### src/hw/rtl/srl_pkg.sv
// Shared types and constants for the S-record loader parser.
package srl_pkg;

  // ASCII 'S', the record lead-in
  localparam logic [7:0] CharS = 8'h53;

  // Depth of the queue between front and back
  localparam int unsigned QDepth = 2;
  localparam int unsigned QPtrW  = 1;
  localparam int unsigned QCntW  = 2;

  // Width of the address field on the result channel
  localparam int unsigned AddrOutW = 32;

  typedef enum logic [1:0] {
    KIND_START   = 2'd0,
    KIND_DATA    = 2'd1,
    KIND_VERDICT = 2'd2
  } kind_e;

  // One received character, already classified by the front
  typedef struct packed {
    logic       is_s;        // character is 'S'
    logic [2:0] type_len;    // address bytes for a type digit, 0 if not a type digit
    logic [3:0] type_digit;  // digit value when type_len is nonzero
    logic [3:0] nib;         // hex nibble value, 0 for a non-hex character
  } token_t;

  // Queue head as seen by the back
  typedef struct packed {
    logic   valid;
    token_t tok;
  } q_head_t;

endpackage

### src/hw/rtl/srl_front.sv
// Front: input handshake and character classification.
module srl_front (
  input  logic          in_valid_i,
  input  logic [7:0]    rx_char_i,
  input  logic          q_full_i,
  output logic          in_stall_o,
  output logic          push_o,
  output srl_pkg::token_t tok_o
);
  import srl_pkg::*;

  logic [3:0] lo;

  assign lo         = rx_char_i[3:0];
  assign in_stall_o = q_full_i;
  assign push_o     = in_valid_i && !q_full_i;

  always_comb begin
    tok_o            = '0;
    tok_o.is_s       = (rx_char_i == CharS);
    tok_o.type_digit = lo;
    unique case (rx_char_i)
      "0", "1", "5", "9": tok_o.type_len = 3'd2;
      "2", "8":           tok_o.type_len = 3'd3;
      "3", "7":           tok_o.type_len = 3'd4;
      default:            tok_o.type_len = 3'd0;
    endcase
    // decode hex: digits map to the low nibble, letters to low nibble plus nine
    if (rx_char_i >= "0" && rx_char_i <= "9") begin
      tok_o.nib = lo;
    end else if ((rx_char_i >= "A" && rx_char_i <= "F") ||
                 (rx_char_i >= "a" && rx_char_i <= "f")) begin
      tok_o.nib = lo + 4'd9;
    end else begin
      tok_o.nib = 4'd0;
    end
  end

endmodule

### src/hw/rtl/srl_fifo.sv
// Short token queue between front and back.
module srl_fifo (
  input  logic            clk_i,
  input  logic            rst_ni,
  input  logic            push_i,
  input  srl_pkg::token_t tok_i,
  input  logic            pop_i,
  output logic            full_o,
  output srl_pkg::q_head_t head_o
);
  import srl_pkg::*;

  token_t           mem_q [QDepth];
  logic [QPtrW-1:0] wr_ptr_q, rd_ptr_q;
  logic [QCntW-1:0] cnt_q;

  assign full_o       = (cnt_q == QCntW'(QDepth));
  assign head_o.valid = (cnt_q != '0);
  assign head_o.tok   = mem_q[rd_ptr_q];

  always_ff @(posedge clk_i) begin
    if (push_i) begin
      mem_q[wr_ptr_q] <= tok_i;
    end
  end

  always_ff @(posedge clk_i or negedge rst_ni) begin
    if (!rst_ni) begin
      wr_ptr_q <= '0;
      rd_ptr_q <= '0;
      cnt_q    <= '0;
    end else begin
      if (push_i) begin
        wr_ptr_q <= wr_ptr_q + 1'b1;
      end
      if (pop_i) begin
        rd_ptr_q <= rd_ptr_q + 1'b1;
      end
      unique case ({push_i, pop_i})
        2'b10:   cnt_q <= cnt_q + 1'b1;
        2'b01:   cnt_q <= cnt_q - 1'b1;
        default: cnt_q <= cnt_q;
      endcase
    end
  end

endmodule

### src/hw/rtl/srl_back.sv
// Back: S-record parser state machine and result register.
module srl_back #(
  parameter int unsigned ADDR_WIDTH = 32
) (
  input  logic                     clk_i,
  input  logic                     rst_ni,
  input  srl_pkg::q_head_t         head_i,
  output logic                     pop_o,
  output logic                     out_valid_o,
  input  logic                     out_stall_i,
  output srl_pkg::kind_e           kind_o,
  output logic [ADDR_WIDTH-1:0]    address_o,
  output logic [7:0]               data_byte_o,
  output logic [3:0]               record_type_o,
  output logic                     checksum_ok_o,
  output logic                     commit_o,
  output logic                     jump_o
);
  import srl_pkg::*;

  typedef enum logic [2:0] {
    PH_IDLE, PH_TYPE, PH_COUNT, PH_ADDR, PH_DATA, PH_CRC, PH_TERM
  } phase_e;

  phase_e                phase_q, phase_d;
  logic [3:0]            rec_type_q, rec_type_d;
  logic [2:0]            addr_bytes_q, addr_bytes_d;
  logic                  char_fill_q, char_fill_d;
  logic [ADDR_WIDTH-1:0] addr_q, addr_d;
  logic [3:0]            high_q, high_d;
  logic [7:0]            data_left_q, data_left_d;
  logic [7:0]            data_index_q, data_index_d;
  logic [7:0]            sum_q, sum_d;

  logic                  out_valid_q, out_valid_d;
  kind_e                 kind_q, kind_d;
  logic [ADDR_WIDTH-1:0] out_addr_q, out_addr_d;
  logic [7:0]            byte_q, byte_d;
  logic [3:0]            otype_q, otype_d;
  logic                  ok_q, ok_d, commit_q, commit_d, jump_q, jump_d;

  token_t     tok;
  logic [7:0] pair;
  logic       pair_done;
  logic       ok;
  logic       addr_nz;

  assign tok       = head_i.tok;
  assign pop_o     = head_i.valid && (!out_valid_q || !out_stall_i);
  assign pair      = {high_q, tok.nib};
  assign pair_done = char_fill_q;
  assign ok        = ((sum_q ^ 8'hFF) == pair);
  assign addr_nz   = (addr_q != '0);

  always_comb begin
    phase_d      = phase_q;
    rec_type_d   = rec_type_q;
    addr_bytes_d = addr_bytes_q;
    char_fill_d  = char_fill_q;
    addr_d       = addr_q;
    high_d       = high_q;
    data_left_d  = data_left_q;
    data_index_d = data_index_q;
    sum_d        = sum_q;

    out_valid_d  = out_valid_q && out_stall_i;
    kind_d       = kind_q;
    out_addr_d   = out_addr_q;
    byte_d       = byte_q;
    otype_d      = otype_q;
    ok_d         = ok_q;
    commit_d     = commit_q;
    jump_d       = jump_q;

    if (pop_o) begin
      out_valid_d = 1'b0;
      // pair assembly for every hex phase
      if (phase_q == PH_COUNT || phase_q == PH_ADDR ||
          phase_q == PH_DATA || phase_q == PH_CRC) begin
        char_fill_d = !char_fill_q;
        if (!char_fill_q) begin
          high_d = tok.nib;
        end
      end
      unique case (phase_q)
        PH_IDLE: begin
          if (tok.is_s) begin
            phase_d     = PH_TYPE;
            out_valid_d = 1'b1;
            kind_d      = KIND_START;
            out_addr_d  = '0;
            byte_d      = '0;
            otype_d     = '0;
            ok_d        = 1'b0;
            commit_d    = 1'b0;
            jump_d      = 1'b0;
          end
        end
        PH_TYPE: begin
          if (tok.type_len != '0) begin
            rec_type_d   = tok.type_digit;
            addr_bytes_d = tok.type_len;
            char_fill_d  = 1'b0;
            sum_d        = '0;
            addr_d       = '0;
            data_index_d = '0;
            phase_d      = PH_COUNT;
          end
        end
        PH_COUNT: begin
          if (pair_done) begin
            sum_d = sum_q + pair;
            if (pair > 8'(addr_bytes_q)) begin
              data_left_d = pair - 8'(addr_bytes_q) - 8'd1;
            end else begin
              data_left_d = '0;
            end
            phase_d = PH_ADDR;
          end
        end
        PH_ADDR: begin
          addr_d = {addr_q[ADDR_WIDTH-5:0], tok.nib};
          if (pair_done) begin
            sum_d        = sum_q + pair;
            addr_bytes_d = addr_bytes_q - 3'd1;
            if (addr_bytes_q == 3'd1) begin
              data_index_d = '0;
              if (rec_type_q <= 4'd3 && data_left_q != '0) begin
                phase_d = PH_DATA;
              end else begin
                phase_d = PH_CRC;
              end
            end
          end
        end
        PH_DATA: begin
          if (pair_done) begin
            sum_d        = sum_q + pair;
            data_index_d = data_index_q + 8'd1;
            data_left_d  = data_left_q - 8'd1;
            if (data_left_q == 8'd1) begin
              phase_d = PH_CRC;
            end
            out_valid_d = 1'b1;
            kind_d      = KIND_DATA;
            out_addr_d  = addr_q + ADDR_WIDTH'(data_index_q);
            byte_d      = pair;
            otype_d     = rec_type_q;
            ok_d        = 1'b0;
            commit_d    = 1'b0;
            jump_d      = 1'b0;
          end
        end
        PH_CRC: begin
          if (pair_done) begin
            phase_d     = PH_TERM;
            out_valid_d = 1'b1;
            kind_d      = KIND_VERDICT;
            out_addr_d  = addr_q;
            byte_d      = '0;
            otype_d     = rec_type_q;
            ok_d        = ok;
            commit_d    = ok && addr_nz && rec_type_q >= 4'd1 && rec_type_q <= 4'd3;
            jump_d      = ok && addr_nz && rec_type_q >= 4'd7 && rec_type_q <= 4'd9;
          end
        end
        default: begin
          // terminator: drop the character and clear the record state
          phase_d      = PH_IDLE;
          rec_type_d   = '0;
          addr_bytes_d = '0;
          char_fill_d  = 1'b0;
          addr_d       = '0;
          high_d       = '0;
          data_left_d  = '0;
          data_index_d = '0;
          sum_d        = '0;
        end
      endcase
    end
  end

  always_ff @(posedge clk_i or negedge rst_ni) begin
    if (!rst_ni) begin
      phase_q      <= PH_IDLE;
      rec_type_q   <= '0;
      addr_bytes_q <= '0;
      char_fill_q  <= 1'b0;
      addr_q       <= '0;
      high_q       <= '0;
      data_left_q  <= '0;
      data_index_q <= '0;
      sum_q        <= '0;
      out_valid_q  <= 1'b0;
      kind_q       <= KIND_START;
      out_addr_q   <= '0;
      byte_q       <= '0;
      otype_q      <= '0;
      ok_q         <= 1'b0;
      commit_q     <= 1'b0;
      jump_q       <= 1'b0;
    end else begin
      phase_q      <= phase_d;
      rec_type_q   <= rec_type_d;
      addr_bytes_q <= addr_bytes_d;
      char_fill_q  <= char_fill_d;
      addr_q       <= addr_d;
      high_q       <= high_d;
      data_left_q  <= data_left_d;
      data_index_q <= data_index_d;
      sum_q        <= sum_d;
      out_valid_q  <= out_valid_d;
      kind_q       <= kind_d;
      out_addr_q   <= out_addr_d;
      byte_q       <= byte_d;
      otype_q      <= otype_d;
      ok_q         <= ok_d;
      commit_q     <= commit_d;
      jump_q       <= jump_d;
    end
  end

  assign out_valid_o   = out_valid_q;
  assign kind_o        = kind_q;
  assign address_o     = out_addr_q;
  assign data_byte_o   = byte_q;
  assign record_type_o = otype_q;
  assign checksum_ok_o = ok_q;
  assign commit_o      = commit_q;
  assign jump_o        = jump_q;

`ifndef SYNTHESIS
  a_flags_only_on_verdict: assert property (@(posedge clk_i) disable iff (!rst_ni)
    out_valid_q && kind_q != KIND_VERDICT |-> !ok_q && !commit_q && !jump_q)
    else $error("verdict flags set on a non-verdict result");

  a_commit_jump_exclusive: assert property (@(posedge clk_i) disable iff (!rst_ni)
    !(commit_q && jump_q))
    else $error("commit and jump both set");

  a_flag_needs_ok: assert property (@(posedge clk_i) disable iff (!rst_ni)
    (commit_q || jump_q) |-> ok_q)
    else $error("commit or jump without a good checksum");

  a_idle_pair_clear: assert property (@(posedge clk_i) disable iff (!rst_ni)
    phase_q == PH_IDLE |-> !char_fill_q)
    else $error("half pair left over in idle");

  a_no_pop_when_held: assert property (@(posedge clk_i) disable iff (!rst_ni)
    out_valid_q && out_stall_i |-> !pop_o)
    else $error("token consumed while the result is held");
`endif

endmodule

### src/hw/rtl/srecord_loader_parser.sv
// Top level of the S-record loader parser: front, token queue and back.
//
//  channel  | handshake                 | payload
//  ---------+---------------------------+--------------------------------------
//  input    | in_valid_i / in_stall_o   | rx_char_i
//  output   | out_valid_o / out_stall_i | kind_o, address_o, data_byte_o,
//           |                           | record_type_o, checksum_ok_o,
//           |                           | commit_o, jump_o
//
// One character per cycle is sustained while the output is not stalled; the
// parser loop in the back retires one queued character each cycle while the
// result register is free or taken. A result passes through the queue and
// then the result register.
// Reset clears the queue, the parser state and the result register at once;
// there is no clearing pass.
// A stalled output only stops the back; the two-entry queue absorbs the
// front until it is full, and then in_stall_o rises.
module srecord_loader_parser #(
  parameter int unsigned ADDR_WIDTH = 32
) (
  input  logic        clk_i,
  input  logic        rst_ni,
  input  logic        in_valid_i,
  output logic        in_stall_o,
  input  logic [7:0]  rx_char_i,
  output logic        out_valid_o,
  input  logic        out_stall_i,
  output logic [1:0]  kind_o,
  output logic [31:0] address_o,
  output logic [7:0]  data_byte_o,
  output logic [3:0]  record_type_o,
  output logic        checksum_ok_o,
  output logic        commit_o,
  output logic        jump_o
);
  import srl_pkg::*;

  // classified character from the front into the queue
  logic    push;
  token_t  tok;
  logic    q_full;

  // queue head into the back, and its consume strobe
  q_head_t head;
  logic    pop;

  kind_e                 kind;
  logic [ADDR_WIDTH-1:0] address;

  srl_front u_front (
    .in_valid_i (in_valid_i),
    .rx_char_i  (rx_char_i),
    .q_full_i   (q_full),
    .in_stall_o (in_stall_o),
    .push_o     (push),
    .tok_o      (tok)
  );

  srl_fifo u_fifo (
    .clk_i  (clk_i),
    .rst_ni (rst_ni),
    .push_i (push),
    .tok_i  (tok),
    .pop_i  (pop),
    .full_o (q_full),
    .head_o (head)
  );

  // The back masks the address to ADDR_WIDTH bits by holding only that many.
  srl_back #(
    .ADDR_WIDTH (ADDR_WIDTH)
  ) u_back (
    .clk_i         (clk_i),
    .rst_ni        (rst_ni),
    .head_i        (head),
    .pop_o         (pop),
    .out_valid_o   (out_valid_o),
    .out_stall_i   (out_stall_i),
    .kind_o        (kind),
    .address_o     (address),
    .data_byte_o   (data_byte_o),
    .record_type_o (record_type_o),
    .checksum_ok_o (checksum_ok_o),
    .commit_o      (commit_o),
    .jump_o        (jump_o)
  );

  assign kind_o    = kind;
  // zero-extend the masked address onto the full-width port
  assign address_o = AddrOutW'(address);

endmodule
### config.mk
export PLATFORM = sky130hd
export DESIGN_NAME = srecord_loader_parser
export DESIGN_NICKNAME = d
export VERILOG_FILES = /design/src/hw/rtl/srl_pkg.sv /design/src/hw/rtl/srl_front.sv /design/src/hw/rtl/srl_fifo.sv /design/src/hw/rtl/srl_back.sv /design/src/hw/rtl/srecord_loader_parser.sv
export SDC_FILE = /design/constraint.sdc
export NUM_CORES = 1
export LEC_CHECK = 0
export ABC_AREA = 1
export BUFFER_PORTS_ARGS = -buffer_cell sky130_fd_sc_hd__buf_2
export CORE_UTILIZATION = 34
export CTS_CLUSTER_SIZE = 8
export DETAILED_ROUTE_END_ITERATION = 10
export GPL_TIMING_DRIVEN = 0
export SYNTH_ARGS = -nofsm -noshare
export SYNTH_HDL_FRONTEND = slang
export SYNTH_SLANG_ARGS = --single-unit
### constraint.sdc
create_clock -name clk_i -period 3.1 [get_ports clk_i]
set_input_delay 0 -clock clk_i [delete_from_list [all_inputs] [get_ports clk_i]]
set_output_delay 0 -clock clk_i [all_outputs]
set_load 0.03 [all_outputs]
# After elaboration in Yosys (flattened, before gate mapping)

Memory sizes are Yosys's and may differ from the RTL's.
Cells that the tools add are included.

Bits in writable memories: 24
Memories: 1
Flip-flop bits (word level): 125

Memory list:

| memory       | depth | bits a word | rd ports | clocked after Yosys merged registers in | wr ports | RTL line       | source |
|---|---|---|---|---|---|---|---|
| u_fifo.mem_q | 2     | 12          | 1        | 0                                       | 1        | srl_fifo.sv:13 | `token_t mem_q [QDepth];` |

Add/sub/neg operators: 12
Magnitude comparators: 11
Reductions and logical operators: 50
Bitwise logic cells: 6
Equality and inequality tests: 32
Multiplexer cells: 67

Operators with widths:

| kind                  | number |
|---|---|
| $pmux W32 S3          | 2 |
| $mux W32              | 4 |
| $mux W8               | 11 |
| $pmux W8 S3           | 3 |
| $eq A8 B6 Y1 const B  | 8 |
| $add A32 B8 Y32       | 1 |
| $mux W4               | 8 |
| $pmux W8 S4           | 1 |
| $reduce_bool A32 Y1   | 1 |
| $mux W3               | 10 |
| $ne A2 B1 Y1 const B  | 9 |
| $pmux W3 S3           | 2 |
| $pmux W3 S6           | 1 |
| $ge A8 B7 Y1 const B  | 2 |
| $le A8 B7 Y1 const B  | 2 |
| $pmux W4 S2           | 2 |
| $reduce_and A4 Y1     | 4 |
| $sub A8 B1 Y8 const B | 2 |
| $mux W1               | 13 |
| $logic_and A1 B1 Y1   | 12 |
| $reduce_or A4 Y1      | 3 |
| $pmux W1 S3           | 3 |
| $reduce_and A3 Y1     | 3 |
| $reduce_and A9 Y1     | 1 |
| other kinds (42)      | 70 |

# Longest topological paths before layout

Gate-level depths: netlist of run 1.

Depth after elaboration: 7
Mapped depth: 15

# Modules after synthesis

Synthesis of run 1 repeated with hierarchy kept, for this count alone.

Cells, all modules: 1147
Area total of the unflattened synthesis: 8717.1 um^2

By module, submodules not included:

| module    | sequential area each (um^2) | cells an instance | area an instance (um^2) | instances |
|---|---|---|---|---|
| srl_back  | 3027.9                      | 992               | 7241.9                  | 1 |
| srl_fifo  | 820.8                       | 86                | 1099.8                  | 1 |
| srl_front | 0.0                         | 69                | 375.4                   | 1 |

# Least setup slack after synthesis of run 1

OpenSTA, ideal clock, no wires.

Kind: register to register
From: register u_fifo.rd_ptr_q
To: register u_back.data_left_q[5]
Path slack: 0.851 ns
Library setup time: 0.117 ns
Stages on the path, launching flop included: 13
Arrival: 2.132 ns
Path buffers: 1
Path through: dfrtp_1 buf_2 o21ai_0 inv_1 ha_1 nand2_1 nand2_1 a21oi_1 nand4_1 nand2_1 nor2_1 nor2_1 nor2_1

Word-level cells in the longest chain between the ends: 6

RTL lines:

| element                  | RTL line        | source |
|---|---|---|
| start: declaration       | srl_fifo.sv:14  | `logic [QPtrW-1:0] wr_ptr_q, rd_ptr_q;` |
| start signal: assignment | srl_fifo.sv:37  | `rd_ptr_q <= rd_ptr_q + 1'b1;` |
| $mem_v2 Z2 W12 *         | --              |  |
| $sub A8 B3 Y8            | srl_back.sv:114 | `data_left_d = pair - 8'(addr_bytes_q) - 8'd1;` |
| $sub A8 B1 Y8            | srl_back.sv:114 |  |
| $mux W8 *                | srl_back.sv:113 | `if (pair > 8'(addr_bytes_q)) begin` |
| $mux W8 *                | srl_back.sv:111 | `if (pair_done) begin` |
| $pmux W8 S3 *            | srl_back.sv:85  | `unique case (phase_q)` |
| end signal: assignment   | srl_back.sv:209 | `data_left_q <= data_left_d;` |
| end: declaration         | srl_back.sv:31  | `logic [7:0] data_left_q, data_left_d;` |

Every way passes the cells marked *; elsewhere a longest branch is shown, timed or not. The select of a mux whose other input is x is not followed.
A chain may end at the register's enable or synchronous reset.

# Worst setup path in the final report of run 1

From: register u_fifo.rd_ptr_q
To: register u_back.data_left_q[6]

The elaborated chain is that of the path after synthesis.

==> flow_metrics.env, run 1 <==
export IMPL_peakVddDrop_mv=0.454
export IMPL_crit_fanout=10
export IMPL_grt_usage_pct=19.5
export IMPL_initial_core_util_pct=34.7
export IMPL_post_cts_buffers=0
export IMPL_report_final_hold_viol_count=0
export IMPL_crit_family="simple AND/OR/NAND/NOR gates"
export IMPL_synth_flop_cell="dfrtp_1"
export IMPL_cts_sinks=149
export IMPL_die_y_um=162
export IMPL_critPathLaunch="u_fifo.rd_ptr_q"
export IMPL_ys_top_cells_by_area="dfrtp_1 36%, nand2_1 16%, edfxtp_1 8.2%"
export IMPL_clockBufferDepth=2
export IMPL_syn_area_um2=8740
export IMPL_yosysWarningCount=0
export IMPL_detail_route_iter0_violations=607
export IMPL_setup_viol=0
export IMPL_route_antenna_remaining_nets=0
export IMPL_leakagePower_uw=0.00515
export IMPL_core_area_um2=25200
export IMPL_area_growth_pct=16.4
export IMPL_netlist_instances=1173
export IMPL_layout_drive_gt1_share_pct=11.0
export IMPL_slew_headroom_pct=24.8
export IMPL_grt_pass1_wl_um=39500
export IMPL_finalNetCount=1309
export IMPL_vias=7927
export IMPL_grt_overflow_total=0
export IMPL_ioPinCount=63
export IMPL_start_kind="flop"
export IMPL_place_congestion=0.915
export IMPL_drc=0
export IMPL_detail_route_wirelength_um=24800
export IMPL_die_area_um2=26300
export IMPL_antenna_found_initial=0
export IMPL_cp_common_cell="nor2_1"
export IMPL_grt_max_degree=96
export IMPL_cp_data_required_time_ns=3.47
export IMPL_synth_seq_cells=149
export IMPL_maxCapViolCount=0
export IMPL_rsz0062_at_grt="false"
export IMPL_path_class="reg2reg"
export IMPL_die_w_um=162
export IMPL_yosysTopAreaCell="dfrtp_1"
export IMPL_root_buffer="clkbuf_16"
export IMPL_clk_latency_ns=0.43
export IMPL_seq_area_frac_synth_pct=44.1
export IMPL_clkTransAtPathRegs_ns=0.06
export IMPL_cts_tree="built"
export IMPL_wl_per_cell_um=15.4
export IMPL_critPathArrivalTime_ns=3.14
export IMPL_hold_class="in2async"
export IMPL_critPathMaxStageDelay_ns=0.44
export IMPL_rows=58
export IMPL_ys_types=44
export IMPL_grt_pass1_vias=7592
export IMPL_dp_hpwl_um=18300
export IMPL_vias_per_cell=4.93
export IMPL_end_kind="flop"
export IMPL_synthArstFlopShare_pct=83.9
export IMPL_cts_htree_levels=4
export IMPL_syn_avg_cell_area_um2=7.45
export IMPL_fin_cells=1607
export IMPL_syn_nets=1218
export IMPL_drtPass1Iterations=6
export IMPL_synth_edf_count=24
export IMPL_slew_violations=0
export IMPL_setup_tns_ns=0
export IMPL_fin_crit_ns=2.77
export IMPL_worstMarginPinSlew_ns=1.12
export IMPL_port_buffers=62
export IMPL_r2r_start="u_fifo.rd_ptr_q"
export IMPL_numCtsBuffers=17
export IMPL_cp_slowest_cell="dfrtp_1"
export IMPL_cp_num_buf_inv=3
export IMPL_clock_skew_ns=0.00916
export IMPL_period_share_pct=89.3
export IMPL_synth_top_area_share_pct=35.8
export IMPL_max_freq_mhz=361
export IMPL_n_fill_cell=2563
export IMPL_p_per_area_nw_per_um2=837
export IMPL_status="completed"
export IMPL_dpl_cell_count=1566
export IMPL_crit_path_cell_trace="inv_2, or2_2, o21ai_1, inv_1, ha_1, inv_1, fa_1, nor2_1, nor3_1, nand2_1, nand2_1, nand2_1, nor2_1, nor2_1, nor2_1"
export IMPL_n_antenna_cell=0
[final timing paths]
kind	endpoint	slack (ns)	cells past startpoint
max	u_back.data_left_q[6]	0.33	15
min	u_back.data_index_q[6]	0.02	2
max reg2reg	u_back.data_left_q[6]	0.33	15
min reg2reg	u_back.kind_o[0]	0.47	2
max in group asynchronous	u_back.addr_q[5]	2.27	3
min in group clk_i	u_fifo.mem_q[0][3]	0.06	4
[what timing repair did]
action,CTS,global route
gates cloned,0,0
hold endpoints to repair,137,0
gates resized for setup,1,3
pin swaps,0,0
setup endpoints to repair,2,8
hold buffers,9,0
[per-stage QoR]
| stage | area [µm²] | power, µW | util, % | setup slack (ns) | hold WS [ns] |
|---|---|---|---|---|---|
| final | 10200 | 8510 | 40.4 | 0.332 | 0.0185 |
| after global routing | 10200 | 9130 | 40.4 | 0.0348 | 0.0559 |
| after CTS | 10200 | 8560 | 40.4 | 0.00902 | 0.0192 |
| after detailed placement | 9490 | 6440 | 37.7 | -0.167 | -0.0901 |
| after global placement | 9460 | 6390 | 37.6 | -0.125 | 0.270 |
| after floorplan | 8740 | 5300 | - | 0.851 | -0.296 |
[layout make-up]
type | instances | area (µm²) | area share, %
buffer | 28 | 135 | 1.33
clock buffer | 20 | 457 | 4.49
clock inverter | 12 | 129 | 1.27
inverter | 151 | 567 | 5.57
multi-input combinational | 845 | 4190 | 41.2
sequential | 149 | 3850 | 37.8
tap | 330 | 413 | 4.06
timing repair buffer | 72 | 434 | 4.27
[cells in the mapped netlist, types with 2 or more instances]
master and count:
nand3_1 104, inv_1 144, edfxtp_1 24, buf_2 18
o22ai_1 4, xnor2_1 8, clkbuf_1 7, a31oi_1 4
inv_2 7, nand2_2 3, o211ai_1 6, ha_1 30
nor4_1 3, nor2_1 92, buf_4 2, nand4_1 26
or2_2 5, dfrtp_1 125, nor2_2 3, and2_1 3
fa_1 3, o21ai_0 59, nor3_1 13, a21oi_1 38
o31ai_1 7, o21ai_1 36, xor2_1 17, nand2_1 366
[cell usage in the layout, fill, tap and decap left out, types with 4 or more instances in the layout]
cell	instances
nand2_1	366
clkbuf_16	17
xnor2_1	8
o22ai_1	4
dlygate4sd3_1	9
a31oi_1	4
a21oi_1	38
nor3_1	13
nor2_1	92
o31ai_1	7
o21ai_1	38
o211ai_1	6
edfxtp_1	24
nand3_1	104
clkbuf_1	8
or2_2	5
inv_2	7
clkinv_2	4
o21ai_0	56
inv_1	144
nand4_1	26
buf_2	79
xor2_1	17
ha_1	30
dfrtp_1	125
[routing by layer]
| layer | up-vias | global-route usage (%) | routed length (µm) |
|---|---|---|---|
| li1 | 3997 | - | - |
| met1 | 3685 | 24.7 | 11100 |
| met2 | 205 | 32.8 | 11700 |
| met3 | 40 | 4.37 | 1310 |
| met4 | 0 | 6.13 | 578 |
| met5 | - | 0 | 0 |
[state kept, by name, indices dropped and copies added, names as in the netlist, 4 cells and up]
name                  cells
u_back.sum_q              8
u_back.address_o         32
u_back.record_type_o      4
u_back.data_byte_o        8
u_back.rec_type_q         4
u_fifo.mem_q             24
u_back.data_index_q       8
u_back.high_q             4
u_back.data_left_q        8
u_back.addr_q            32
[where the power goes]
part	switching [µW]	leakage (µW)	internal, µW	total [µW]
clock network	860	0.000282	1230	2090
logic	2620	0.00294	1080	3700
registers	322	0.00193	2410	2730
total	3800	0.00515	4710	8510
[cells by family after synthesis]
logic type	Yosys count	synth area share [%]
XOR/XNOR	25	2.51
buffers and inverters	179	8.04
flip-flops	149	44.1
adder cells (fa/ha/maj)	33	4.98
AO/OA/AOI/OAI	162	10.1
AND/OR/NAND/NOR	624	30.2
multiplexers	1	0.115
Power figures use the tool's default switching activity.
==> run 2: changes to the inputs <==
--- a/config.mk
+++ b/config.mk
@@ -11,6 +11,7 @@
 export CTS_CLUSTER_SIZE = 8
 export DETAILED_ROUTE_END_ITERATION = 10
 export GPL_TIMING_DRIVEN = 0
+export MAX_ROUTING_LAYER = met4
 export SYNTH_ARGS = -nofsm -noshare
 export SYNTH_HDL_FRONTEND = slang
 export SYNTH_SLANG_ARGS = --single-unit
==> flow_metrics.env, run 2 (synthesis results as in run 1) <==
export IMPL_ioPinCount=63
export IMPL_clkTransAtPathRegs_ns=0.06
export IMPL_report_final_hold_viol_count=0
export IMPL_maxCapViolCount=0
export IMPL_grt_pass1_wl_um=39800
export IMPL_mostFrequentLayoutCell="nand2_1"
export IMPL_drtPass1Iterations=5
export IMPL_worstMarginPinSlew_ns=1.03
export IMPL_port_buffers=62
export IMPL_detail_route_iter0_violations=564
export IMPL_n_fill_cell=2585
export IMPL_crit_path_cell_trace="inv_2, or2_2, o21ai_1, inv_1, ha_1, nand2_1, nand2_1, a21oi_1, nand3_1, nand2_1, nand2_1, nor2_1, nor2_1, nor2_1"
export IMPL_crit_end="u_back.data_left_q[5]"
export IMPL_max_freq_mhz=365
export IMPL_detail_route_wirelength_um=24900
export IMPL_critPathLaunch="u_fifo.rd_ptr_q"
export IMPL_setup_tns_ns=0
export IMPL_grt_overflow_total=0
export IMPL_finalNetCount=1308
export IMPL_r2r_end="u_back.data_left_q[5]"
export IMPL_cp_num_buf_inv=2
export IMPL_vias_per_cell=4.94
export IMPL_cts_htree_levels=4
export IMPL_status="completed"
export IMPL_setup_viol=0
export IMPL_numCtsBuffers=17
export IMPL_drc=0
export IMPL_path_depth=14
export IMPL_path_class="reg2reg"
export IMPL_critPathArrivalTime_ns=3.11
export IMPL_clockBufferDepth=2
export IMPL_period_share_pct=88.5
export IMPL_critPathMaxStageDelay_ns=0.44
export IMPL_rrSetupSlack_ns=0.36
export IMPL_grt_max_degree=93
export IMPL_cp_common_cell="nand2_1"
export IMPL_cts_sinks=149
export IMPL_reg2reg_depth=14
export IMPL_rsz0062_at_grt="false"
export IMPL_wl_per_cell_um=15.5
export IMPL_mostFrequentLayoutCells="366 x nand2_1, 144 x inv_1, 125 x dfrtp_1"
export IMPL_grt_usage_pct=20.1
export IMPL_crit_family="simple AND/OR/NAND/NOR gates"
export IMPL_p_per_area_nw_per_um2=836
export IMPL_root_buffer="clkbuf_16"
export IMPL_start_kind="flop"
export IMPL_rows=58
export IMPL_place_congestion=0.907
export IMPL_leakagePower_uw=0.00513
export IMPL_layout_drive_gt1_share_pct=11.1
export IMPL_power_uw=8490
export IMPL_die_w_um=162
export IMPL_crit_fanout=10
export IMPL_slew_headroom_pct=31.1
export IMPL_antenna_found_initial=0
export IMPL_fin_crit_ns=2.74
export IMPL_area_growth_pct=16.2
export IMPL_core_area_um2=25200
export IMPL_cp_data_required_time_ns=3.47
export IMPL_cts_tree="built"
export IMPL_die_y_um=162
export IMPL_dp_hpwl_um=18400
export IMPL_initial_core_util_pct=34.7
export IMPL_slew_violations=0
export IMPL_route_antenna_remaining_nets=0
export IMPL_end_kind="flop"
export IMPL_grt_pass1_vias=7504
export IMPL_die_area_um2=26300
export IMPL_clk_latency_ns=0.43
export IMPL_holdWs_ns=0.0147
export IMPL_n_antenna_cell=0
export IMPL_cp_slowest_cell="dfrtp_1"
export IMPL_hold_class="in2reg"
export IMPL_r2r_start="u_fifo.rd_ptr_q"
export IMPL_peakVddDrop_mv=0.486
export IMPL_vias=7931
export IMPL_clock_skew_ns=0.00993
-- run 2: cell count changes in the layout (fill, tap and decap cells not counted), sizes merged --
cell | previous run | this run
clkinvlp | 3 | 4
dlygate4sd3 | 9 | 8
clkbuf | 27 | 28
inv | 152 | 151
bufinv | 2 | 1
-- run 2: worst register-to-register path, cell delays in order, from the launching register on --
cell	delay [ns]
dfrtp_1	0.44
inv_2	0.14
or2_2	0.29
o21ai_1	0.25
inv_1	0.24
ha_1	0.35
nand2_1	0.08
nand2_1	0.05
a21oi_1	0.36
nand3_1	0.12
nand2_1	0.09
nand2_1	0.05
nor2_1	0.11
nor2_1	0.06
nor2_1	0.07
-- run 2: worst min path at each step --
stage / end / start / depth (start not counted)
4_1_cts: u_fifo.wr_ptr_q / in_valid_i / 3
3_5_place_dp: u_back.address_o[1] / rst_ni / 1
6_report: u_fifo.wr_ptr_q / in_valid_i / 3
2_1_floorplan: u_back.addr_bytes_q[0] / rst_ni / 0
3_3_place_gp: u_fifo.mem_q[0][5] / rx_char_i[1] / 1
5_1_grt: u_fifo.wr_ptr_q / in_valid_i / 3
-- run 2: timing repair --
action                                  4_1_cts  5_1_grt
gates resized for setup                       2        3
gates cloned                                  0        0
buffers inserted                              0        0
endpoints found under the setup margin        3        7
hold buffers                                  8        0
hold endpoints to repair                    136        0
pin swaps                                     0        0
-- run 2: layer usage --
layer | vias up | track usage, % | routed length (µm) | part of all wire [%]
met5 | - | - | 0 | 0
met4 | 0 | 6.00 | 527 | 2.1
met3 | 31 | 3.55 | 1170 | 4.7
met2 | 194 | 32.3 | 11900 | 48
met1 | 3709 | 25.9 | 11300 | 46
li1 | 3997 | - | - | -
-- run 2: through the flow --
step / util (%) / instance area (µm²) / setup WS [ns] / std cells
after floorplan: - / 8740 / 0.851 / 1173
after CTS: 40.3 / 10100 / 0.0951 / 1606
after global routing: 40.3 / 10200 / 0.0293 / 1606
after detailed placement: 37.7 / 9490 / -0.137 / 1566
after global placement: 37.6 / 9460 / -0.148 / 1565
final: 40.3 / 10200 / 0.357 / 1606
-- run 2: area by class of cell --
cell class	instances	area (µm²)	share of cell area [%]
buffer	28	135	1.33
clock buffer	21	472	4.65
clock inverter	11	101	0.998
inverter	151	567	5.58
multi-input combinational	845	4190	41.3
sequential	149	3850	37.9
tap	330	413	4.07
timing repair buffer	71	424	4.18
-- run 2: power breakdown --
part	switching (µW)	internal, µW	leakage, µW
Sequential	331	2410	0.00193
Clock	856	1170	0.000270
Combinational	2640	1080	0.00293
Total	3830	4660	0.00513
==> run 3: changes to the inputs <==
--- a/config.mk
+++ b/config.mk
@@ -7,9 +7,11 @@
 export LEC_CHECK = 0
 export ABC_AREA = 1
 export BUFFER_PORTS_ARGS = -buffer_cell sky130_fd_sc_hd__buf_2
-export CORE_UTILIZATION = 34
+export CORE_ASPECT_RATIO = 0.7
+export CORE_UTILIZATION = 40
 export CTS_CLUSTER_SIZE = 8
 export DETAILED_ROUTE_END_ITERATION = 10
+export GPL_ROUTABILITY_DRIVEN = 1
 export GPL_TIMING_DRIVEN = 0
 export MAX_ROUTING_LAYER = met4
 export SYNTH_ARGS = -nofsm -noshare
==> flow_metrics.env, run 3 (synthesis results as in run 1) <==
export IMPL_status="completed"
export IMPL_p_sw_uw=3890
export IMPL_p_seq_share_pct=32.2
export IMPL_vias_per_cell=5.17
export IMPL_die_w_um=179
export IMPL_report_final_hold_viol_count=0
export IMPL_place_congestion=0.964
export IMPL_numCtsBuffers=17
export IMPL_grt_pass1_wl_um=41200
export IMPL_p_per_area_nw_per_um2=844
export IMPL_die_y_um=126
export IMPL_mostFrequentLayoutCells="366 x nand2_1, 144 x inv_1, 125 x dfrtp_1"
export IMPL_holdPathEnd="u_fifo.mem_q[1][11]"
export IMPL_path_class="reg2reg"
export IMPL_leakagePower_uw=0.00514
export IMPL_dpl_cell_count=1512
export IMPL_detail_route_iter0_violations=858
export IMPL_cts_tree="built"
export IMPL_reg2reg_depth=12
export IMPL_p_int_uw=4630
export IMPL_cp_data_required_time_ns=3.44
export IMPL_r2r_end="u_back.commit_o"
export IMPL_clkTransAtPathRegs_ns=0.06
export IMPL_n_antenna_cell=0
export IMPL_max_freq_mhz=335
export IMPL_r2r_start="u_fifo.rd_ptr_q"
export IMPL_finalNetCount=1310
export IMPL_slew_violations=0
export IMPL_antenna_found_initial=0
export IMPL_grt_overflow_total=0
export IMPL_mostFrequentLayoutCell="nand2_1"
export IMPL_port_buffers=62
export IMPL_min_path_cells=3
export IMPL_fin_crit_ns=2.99
export IMPL_peakVddDrop_mv=0.631
export IMPL_n_fill_cell=2079
export IMPL_route_antenna_remaining_nets=0
export IMPL_ioPinCount=63
export IMPL_switching_share_pct=45.6
export IMPL_layout_drive_gt1_share_pct=11.0
export IMPL_cts_htree_levels=4
export IMPL_critPathArrivalTime_ns=3.33
export IMPL_rows=44
export IMPL_fin_cells=1554
export IMPL_start_kind="flop"
export IMPL_end_kind="flop"
export IMPL_clock_skew_ns=0.00902
export IMPL_core_area_um2=21100
export IMPL_drc=0
export IMPL_post_cts_buffers=0
export IMPL_clk_latency_ns=0.43
export IMPL_vias=8027
export IMPL_grt_max_degree=87
export IMPL_hp_start="rx_char_i[4]"
export IMPL_clockBufferDepth=2
export IMPL_grt_pass1_vias=7289
export IMPL_cts_sinks=149
export IMPL_detail_route_wirelength_um=25800
export IMPL_die_area_um2=22400
export IMPL_crit_fanout=10
export IMPL_area_growth_pct=15.6
export IMPL_wl_per_cell_um=16.6
export IMPL_p_clk_share_pct=24.0
export IMPL_hold_class="in2reg"
export IMPL_drtPass1Iterations=5
export IMPL_root_buffer="clkbuf_16"
export IMPL_slew_headroom_pct=26.3
export IMPL_initial_core_util_pct=41.4
export IMPL_rsz0062_at_grt="true"
export IMPL_period_share_pct=96.3
export IMPL_worstMarginPinSlew_ns=1.10
export IMPL_maxCapViolCount=0
export IMPL_p_comb_share_pct=43.8
export IMPL_critPathLaunch="u_fifo.rd_ptr_q"
export IMPL_dp_hpwl_um=19200
export IMPL_setup_viol=0
export IMPL_power_uw=8520
export IMPL_grt_usage_pct=24.8
export IMPL_rrSetupSlack_ns=0.11
## run 3: cell count changes in the layout (fill, tap and decap cells not counted)
cell and delta:
clkbuf_16 -1, clkinv_2 -2, clkinvlp_4 -2, dlygate4sd3_1 +2, inv_6 +5, nor3_1 -1, nor3_2 +1, o21ai_1 +2
o21ai_2 -2
## run 3: layer usage
metal	GRT usage (%)	vias to the layer above	part of all wire [%]
met3	6.70	20	8.9
met5	-	-	0
li1	-	3990	-
met2	29.6	311	36
met4	4.64	0	0.86
met1	40.4	3706	54
## run 3: how the worst max path moves through the flow
stage	slack [ns]	depth (start not counted)	end
5_1_grt	-0.10	12	u_back.commit_o
3_5_place_dp	-0.05	14	u_back.data_left_q[6]
4_1_cts	-0.07	14	u_back.data_left_q[6]
6_report	0.11	12	u_back.commit_o
3_3_place_gp	-0.07	11	u_back.commit_o
2_1_floorplan	0.85	12	u_back.data_left_q[5]
## run 3: power groups by stage
stage                     Sequential (µW)  Combinational (µW)  Clock, µW
after detailed placement             2770                3670          0
after floorplan                      2820                2490          0
after CTS                            2740                3700       2060
final                                2740                3730       2040
after global placement               2760                3620          0
after global routing                 2790                4180       2150
## run 3: final cells by class
| class | count | area, µm² | area share (%) |
|---|---|---|---|
| inverters | 151 | 567 | 5.61 |
| multi-input cells | 845 | 4190 | 41.5 |
| well taps | 276 | 345 | 3.42 |
| clock inverters | 12 | 120 | 1.19 |
| plain buffers | 28 | 135 | 1.34 |
| repair buffers | 73 | 444 | 4.40 |
| clock buffers | 20 | 447 | 4.42 |
| flip-flops and latches | 149 | 3850 | 38.1 |
## run 3: metrics by stage
| stage | setup slack [ns] | TNS, ns | hold slack (ns) | utilization [%] | instance area, µm² |
|---|---|---|---|---|---|
| floorplan | 0.851 | 0 | -0.296 | - | 8740 |
| global placement | -0.0691 | -0.0691 | 0.264 | 44.5 | 9390 |
| detailed placement | -0.0460 | -0.0525 | -0.0413 | 44.7 | 9430 |
| CTS | -0.0674 | -0.135 | 0.00243 | 47.9 | 10100 |
| global route | -0.105 | -0.105 | 0.0168 | 47.9 | 10100 |
| finish | 0.114 | 0 | 0.0163 | 47.9 | 10100 |
## run 3: what timing repair did
item                                    4_1_cts  5_1_grt
endpoints found under the hold margin       133        0
endpoints found under the setup margin        2       11
hold buffers                                 10        0
cloned                                        0        0
gates resized for setup                       0        4
## run 3: worst max-delay path, cell delays in order, from the launching register on
cell      delay, ns
dfrtp_1        0.44
inv_2          0.14
or2_2          0.29
o21ai_1        0.30
inv_1          0.14
ha_1           0.30
clkbuf_1       0.24
nand2_1        0.09
nor3_1         0.19
nand4_1        0.33
nor2_1         0.17
o21ai_0        0.12
o21ai_0        0.16
